## config.mk

```make
export PLATFORM = sky130hd
export DESIGN_NAME = ogc_proj
export DESIGN_NICKNAME = d
export VERILOG_FILES = /design/src/ogc_pkg.sv /design/src/ogc_proj.sv
export SDC_FILE = /design/constraint.sdc
export NUM_CORES = 1
export LEC_CHECK = 0
export ABC_AREA = 1
export CAP_MARGIN = 20
export CORE_ASPECT_RATIO = 0.8
export CORE_UTILIZATION = 42
export DETAILED_ROUTE_END_ITERATION = 8
export DONT_BUFFER_PORTS = 1
export HOLD_SLACK_MARGIN = 0.06
export PLACE_DENSITY = 0.54
export SYNTH_ARGS = -nofsm -noshare
export SYNTH_HDL_FRONTEND = slang
export SYNTH_SLANG_ARGS = --single-unit
```

## constraint.sdc

```tcl
create_clock -name clk_i -period 5.3 [get_ports clk_i]
set_input_delay 1.59 -clock clk_i [delete_from_list [all_inputs] [get_ports clk_i]]
set_output_delay 1.59 -clock clk_i [all_outputs]
set_load 0.005 [all_outputs]
```

## src/ogc_pkg.sv

```systemverilog
// Shared constants, types and the sine table function for the occupancy grid hit counter.
package ogc_pkg;

  // Grid geometry and counter size
  localparam int GRID_DIM   = 64;
  localparam int TILE_MM    = 128;   // must be a power of two
  localparam int COUNT_BITS = 16;

  localparam int GRID_BITS  = $clog2(GRID_DIM);
  localparam int GRID_CELLS = GRID_DIM * GRID_DIM;
  localparam int GRID_AW    = 2 * GRID_BITS;

  // Port field widths
  localparam int DIST_W    = 14;
  localparam int ANG_W     = 13;
  localparam int POS_W     = 16;
  localparam int CELL_W    = 6;
  localparam int CNT_OUT_W = 16;
  localparam int THR_W     = 16;
  localparam int CFG_IDX_W = 1;
  localparam int CFG_DAT_W = 16;

  // Register indexes
  localparam logic [CFG_IDX_W-1:0] CFG_MIN_RANGE = 1'b0;
  localparam logic [CFG_IDX_W-1:0] CFG_OCC_THR   = 1'b1;
  localparam logic [THR_W-1:0]     THR_RESET     = 16'd5;

  // Opcodes
  localparam logic OP_RETURN = 1'b0;
  localparam logic OP_READ   = 1'b1;

  // Angles in 1/16 degree
  localparam int FULL_TURN    = 5760;
  localparam int QUARTER_TURN = 1440;
  localparam int SIN_DEPTH    = QUARTER_TURN + 1;
  localparam int SIN_AW       = $clog2(SIN_DEPTH);
  localparam int SIN_W        = 15;   // magnitude, Q15
  localparam int TRIG_W       = 16;   // signed sine / cosine
  localparam int PROD_W       = DIST_W + 1 + TRIG_W;

  // Projection in Q15 millimeters; x uses a divisor of 4 tiles, y of 2 tiles
  localparam int    Q15_SH  = 15;
  localparam int    NW      = 40;
  localparam longint TILE_Q = longint'(TILE_MM) << Q15_SH;
  localparam longint GRID_Q = longint'(GRID_DIM) * TILE_Q;
  localparam longint DIV_X  = 4 * TILE_Q;
  localparam longint DIV_Y  = 2 * TILE_Q;
  localparam int     X_SH   = $clog2(DIV_X);
  localparam int     Y_SH   = $clog2(DIV_Y);
  localparam logic signed [NW-1:0] GRID_Q_N = NW'(GRID_Q);
  localparam logic signed [NW-1:0] X_LO     = NW'(-DIV_X);
  localparam logic signed [NW-1:0] X_HI     = NW'(longint'(GRID_DIM) * DIV_X);
  localparam logic signed [NW-1:0] Y_LO     = NW'(-DIV_Y);
  localparam logic signed [NW-1:0] Y_HI     = NW'(longint'(GRID_DIM) * DIV_Y);

  localparam logic [COUNT_BITS-1:0] COUNT_MAX = '1;

  // Reset sweep: clears the grid and loads the sine tables
  localparam int CLR_LEN = (GRID_CELLS > SIN_DEPTH) ? GRID_CELLS : SIN_DEPTH;
  localparam int CLR_W   = $clog2(CLR_LEN);

  typedef enum logic {
    ST_CLEAR,
    ST_RUN
  } ogc_state_e;

  typedef struct packed {
    logic             grid_we;
    logic             sine_we;
    logic [CLR_W-1:0] addr;
  } clr_t;

  typedef struct packed {
    logic                    op;
    logic                    ok;     // return passes parity, motion and range checks
    logic [DIST_W-1:0]       range_mm;
    logic signed [POS_W-1:0] rx;
    logic signed [POS_W-1:0] ry;
    logic [CELL_W-1:0]       rrow;
    logic [CELL_W-1:0]       rcol;
  } item_t;

  typedef struct packed {
    logic               vld;
    logic               wr;    // increment this cell
    logic               rd;    // report this cell
    logic [GRID_AW-1:0] addr;
    logic [CELL_W-1:0]  col;
    logic [CELL_W-1:0]  row;
  } cell_req_t;

  typedef struct packed {
    logic [CELL_W-1:0]    col;
    logic [CELL_W-1:0]    row;
    logic                 counted;
    logic [CNT_OUT_W-1:0] count;
    logic                 occupied;
  } result_t;

  // Quarter-wave sine in Q15: Taylor series to z^7 in Q30, rounded and capped.
  localparam logic [63:0] COEF_A = 64'd1686629713;
  localparam logic [63:0] COEF_B = 64'd693598668;
  localparam logic [63:0] COEF_C = 64'd85569288;
  localparam logic [63:0] COEF_D = 64'd5026990;

  function automatic logic [SIN_W-1:0] quarter_sine(input int unsigned r);
    logic [63:0] z;
    logic [63:0] z2;
    logic [63:0] v;
    logic [63:0] q;
    z  = (64'(r) << 30) / 64'(QUARTER_TURN);
    z2 = (z * z) >> 30;
    v  = COEF_C - ((z2 * COEF_D) >> 30);
    v  = COEF_B - ((z2 * v) >> 30);
    v  = COEF_A - ((z2 * v) >> 30);
    v  = (z * v) >> 30;
    q  = (v + 64'd16384) >> 15;
    return (q > 64'd32767) ? 15'h7FFF : q[SIN_W-1:0];
  endfunction

endpackage

```

## src/ogc_proj.sv

```systemverilog
// Projects a return into world coordinates and forms the grid cell request.
module ogc_proj (
  input  logic                              clk_i,
  input  logic                              rst_ni,
  input  logic                              adv_i,
  input  logic                              vld_i,
  input  ogc_pkg::item_t                    item_i,
  input  logic signed [ogc_pkg::TRIG_W-1:0] sin_i,
  input  logic signed [ogc_pkg::TRIG_W-1:0] cos_i,
  output ogc_pkg::cell_req_t                req_o
);
  import ogc_pkg::*;

  logic                     vld3_q, vld4_q;
  item_t                    item3_q, item4_q;
  logic signed [PROD_W-1:0] px_q, py_q;
  logic signed [NW-1:0]     nx_d, ny_d, nx_q, ny_q;
  logic                     in_x, in_y;
  logic [GRID_BITS-1:0]     mx, my;

  // Products d*sin, d*cos
  always_ff @(posedge clk_i) begin
    if (adv_i) begin
      item3_q <= item_i;
      px_q    <= $signed({1'b0, item_i.range_mm}) * sin_i;
      py_q    <= $signed({1'b0, item_i.range_mm}) * cos_i;
      item4_q <= item3_q;
      nx_q    <= nx_d;
      ny_q    <= ny_d;
    end
  end

  always_ff @(posedge clk_i or negedge rst_ni) begin
    if (!rst_ni) begin
      vld3_q <= 1'b0;
      vld4_q <= 1'b0;
    end else if (adv_i) begin
      vld3_q <= vld_i;
      vld4_q <= vld3_q;
    end
  end

  // Offset numerators: 4*x + grid and 2*y + grid, all Q15 mm
  always_comb begin
    nx_d = (NW'(item3_q.rx) <<< (Q15_SH + 2)) + (NW'(px_q) <<< 2) + GRID_Q_N;
    ny_d = (NW'(item3_q.ry) <<< (Q15_SH + 1)) + (NW'(py_q) <<< 1) + GRID_Q_N;
  end

  // Truncation toward zero: a small negative numerator still lands in cell 0
  always_comb begin
    in_x = (nx_q > X_LO) && (nx_q < X_HI);
    in_y = (ny_q > Y_LO) && (ny_q < Y_HI);
    mx   = nx_q[NW-1] ? '0 : nx_q[X_SH +: GRID_BITS];
    my   = ny_q[NW-1] ? '0 : ny_q[Y_SH +: GRID_BITS];

    req_o      = '0;
    req_o.vld  = vld4_q;
    if (item4_q.op == OP_READ) begin
      req_o.col  = item4_q.rcol;
      req_o.row  = item4_q.rrow;
      req_o.rd   = (32'(item4_q.rrow) < 32'(GRID_DIM)) && (32'(item4_q.rcol) < 32'(GRID_DIM));
      req_o.addr = {GRID_BITS'(item4_q.rrow), GRID_BITS'(item4_q.rcol)};
    end else if (item4_q.ok && in_x && in_y) begin
      req_o.wr   = 1'b1;
      req_o.col  = CELL_W'(mx);
      req_o.row  = CELL_W'(my);
      req_o.addr = {my, mx};
    end
  end

endmodule

```

==> reports/results.tsv <==
metric	value	unit
initial core utilization	0.425	
Final Hold Fails	0	
Fill cells	6012	
fin crit share	1.14	
ys async rst share	0.0105	
Min Hold Slack	413	ps
IO Count	123	
Setup CP Type	primary input to flop	
CTS Root Cell	clkbuf_16	
CTS tree	done	
r2r worst-path depth	10	
TritonCTS Buffers	17	
Rel. slew slack	0.621	
Hold Crit Class	flop to flop	
H-tree depth	4	
Slowest cell on crit path	fa_2	
Via Count	20400	
synthesized instance count	3287	
Syn Std Cell Area	0.0272	mm2
routed length on met2	29.4	mm
hold bufs inserted after CTS	0	
layout cells sized above 1	0.207	
Hold Crit Depth	0	
Hold EP	nx_q[10]$_DFFE_PP_	
#FFs+latches synth	190	
Final nets	4171	
vias in the first global route	21600	
row count	83	
fmax	165	MHz
number of nets with antenna violations after routing	0	
Arrival @ worst endpoint	6280	ps
Routed WL	70.0	mm
Worst setup EP type	flop	
Total Die Area	0.0658	mm2
EDFF count, synth	188	
R2R Setup Slk	2810	ps
1st-pass router iterations	7	
initial antenna violation count	0	
RSZ-0062 raised after global routing	true	
failing checks	setup timing	
max-cap check violation count	0	
most frequent CP cell	fa_1	
DR WL met3	3.94	mm
Syn. warnings	0	
GRT Overall Usage	0.223	
die extent in y	230	um
CP max FO	32	
reg2reg start	item3_q[29]$_DFFE_PP_	
Max Slew Vio Count	0	
total grt overflow	0	
final setup vio count	42	
HP Start	px_q[8]$_DFFE_PP_	
clock buffer depth	2	
synth unique cells	36	
Max Clock Skew	13.5	ps
initial DRC count	1026	
first-pass GRT wire length	115	mm
Final min period	6050	ps
WP data required	5530	ps
clock sink count	190	
crit start category	primary input	
largest net degree at the start of global routing	193	
Post-Layout Cell Count	4286	
Ant. Diodes	0	
top layer in use	met4	
Via density	4.76	
die width	287	um
core area	0.0641	mm2
mean post-synth cell area	8.28	um2
final worst slack	-749	ps
Skew-Pair Late Insertion Delay	460	ps
run status	finished with violations	
CP max stage delay	660	ps
Seq/Total Area, Yosys	0.209	
Top FF cell, synth	edfxtp_1	
Final HPWL DP	57.2	mm
Slew @ Worst Pin	568	ps
# port buffers	0	
CP cell instances	nand2_8, inv_4, fa_1, inv_2, fa_2, inv_2, fa_1, inv_2, fa_1, fa_1, inv_1, fa_1, ha_4, inv_2, nor3_4, nand2_1, nor2_2, nand2_2, inv_1, nor2_1, nand2_1, nand2_1	
DRC Markers	0	
Worst-path clk slew	80	ps
Syn Nets	4035	
Inst Count DP	4220	
routed len/inst	16.3	um
GP Congestion	0.878	
Worst R2R End	nx_q[28]$_DFFE_PP_	
M1 WL	35.9	mm
Layout area overhead	20.0	%
-- critical path: cells and delay by family --
kind	cells	cell delay (ps)
adder cells (fa/ha/maj)	7	3620
AND/OR/NAND/NOR	8	620
buffers and inverters	7	400
-- worst max path at each step --
stage          startpoint                  to  depth (start not counted)
6_report       item_i[46]  px_q[30]$_DFFE_PP_                         22
5_1_grt        item_i[46]  px_q[29]$_DFFE_PP_                         20
3_5_place_dp    sin_i[15]  px_q[24]$_DFFE_PP_                         21
4_1_cts        item_i[46]  px_q[26]$_DFFE_PP_                         20
3_3_place_gp   item_i[49]  px_q[24]$_DFFE_PP_                         21
2_1_floorplan  item_i[48]  px_q[30]$_DFFE_PP_                         25
-- synth_stat cells (14+ instances only) --
library cell / number / share of area
nand3_1: 84 / 0.015
nor2_1: 123 / 0.017
buf_4: 14 / 0.0039
nand4_1: 37 / 0.0085
clkbuf_1: 75 / 0.010
nand2_1: 897 / 0.12
xor2_1: 48 / 0.015
inv_1: 962 / 0.13
fa_1: 438 / 0.32
edfxtp_1: 188 / 0.21
a21oi_1: 90 / 0.017
o21ai_0: 47 / 0.0086
ha_1: 214 / 0.098
-- cells by family after synthesis --
| logic type | count (synthesis) | share of synthesized area |
|---|---|---|
| AO/OA/AOI/OAI | 159 | 0.0314 |
| XOR/XNOR | 52 | 0.0167 |
| AND/OR/NAND/NOR | 1179 | 0.174 |
| adder cells (fa/ha/maj) | 652 | 0.421 |
| flip-flops | 190 | 0.209 |
| buffers and inverters | 1055 | 0.148 |
-- cell type report --
cell class / count / area, um2 / area share
Timing Repair Buffer: 207 / 1720 / 0.0526
Tap cell: 850 / 1060 / 0.0326
Clock inverter: 13 / 176 / 0.00540
Inverter: 965 / 3650 / 0.112
Clock buffer: 19 / 443 / 0.0136
Multi-Input combinational cell: 2042 / 19900 / 0.609
Sequential cell: 190 / 5700 / 0.174
-- routing by layer --
metal | global-route usage | vias up
li1 | - | 9894
met1 | 0.346 | 10100
met2 | 0.326 | 428
met3 | 0.0361 | 45
met4 | 0.0460 | 0
met5 | 0 | -
-- sequential cells by signal, indices dropped and copies added, names as in the netlist --
| signal | flops |
|---|---|
| item3_q | 46 |
| px_q | 31 |
| vld3_q | 1 |
| ny_q | 33 |
| nx_q | 33 |
| item4_q | 14 |
| py_q | 31 |
| vld4_q | 1 |
-- placed cells by master, fill, tap and decap left out, types with 7 or more instances in the layout --
master	count
o21ai_1	10
ha_1	158
nor2_1	85
nand2_8	13
buf_6	27
edfxtp_1	188
nand2_4	58
a21oi_2	22
inv_4	9
inv_1	843
ha_4	56
a21oi_1	52
nand3_2	13
clkbuf_16	17
o21bai_1	8
inv_2	111
a21oi_4	19
nor2_2	9
nand2_1	754
o21ai_0	34
nand2_2	77
nand3_1	68
buf_4	175
nor3_2	7
fa_2	14
xor2_1	44
fa_1	424
nor2_4	38
nand4_1	37
-- per-stage QoR --
step	setup TNS (ps)	setup slack (ps)	instance area [um2]	util
final	-21870	-749	32600	0.509
after CTS	-19420	-665	32200	0.502
after floorplan	-34340	-1160	29000	-
after detailed placement	-46130	-1250	30600	0.477
after global placement	-44150	-1190	30600	0.477
after global routing	-27380	-917	32600	0.509
-- timing repair --
item                       in CTS  in global routing
pin swaps                     181                125
setup buffers                  20                 17
gates resized for setup       229                106
setup endpoints to repair      42                 43
gates cloned                    0                  0
Power is left out: the tool's default activity adds up to more than one toggle a clock period on the data nets, which glitch-free logic cannot reach.
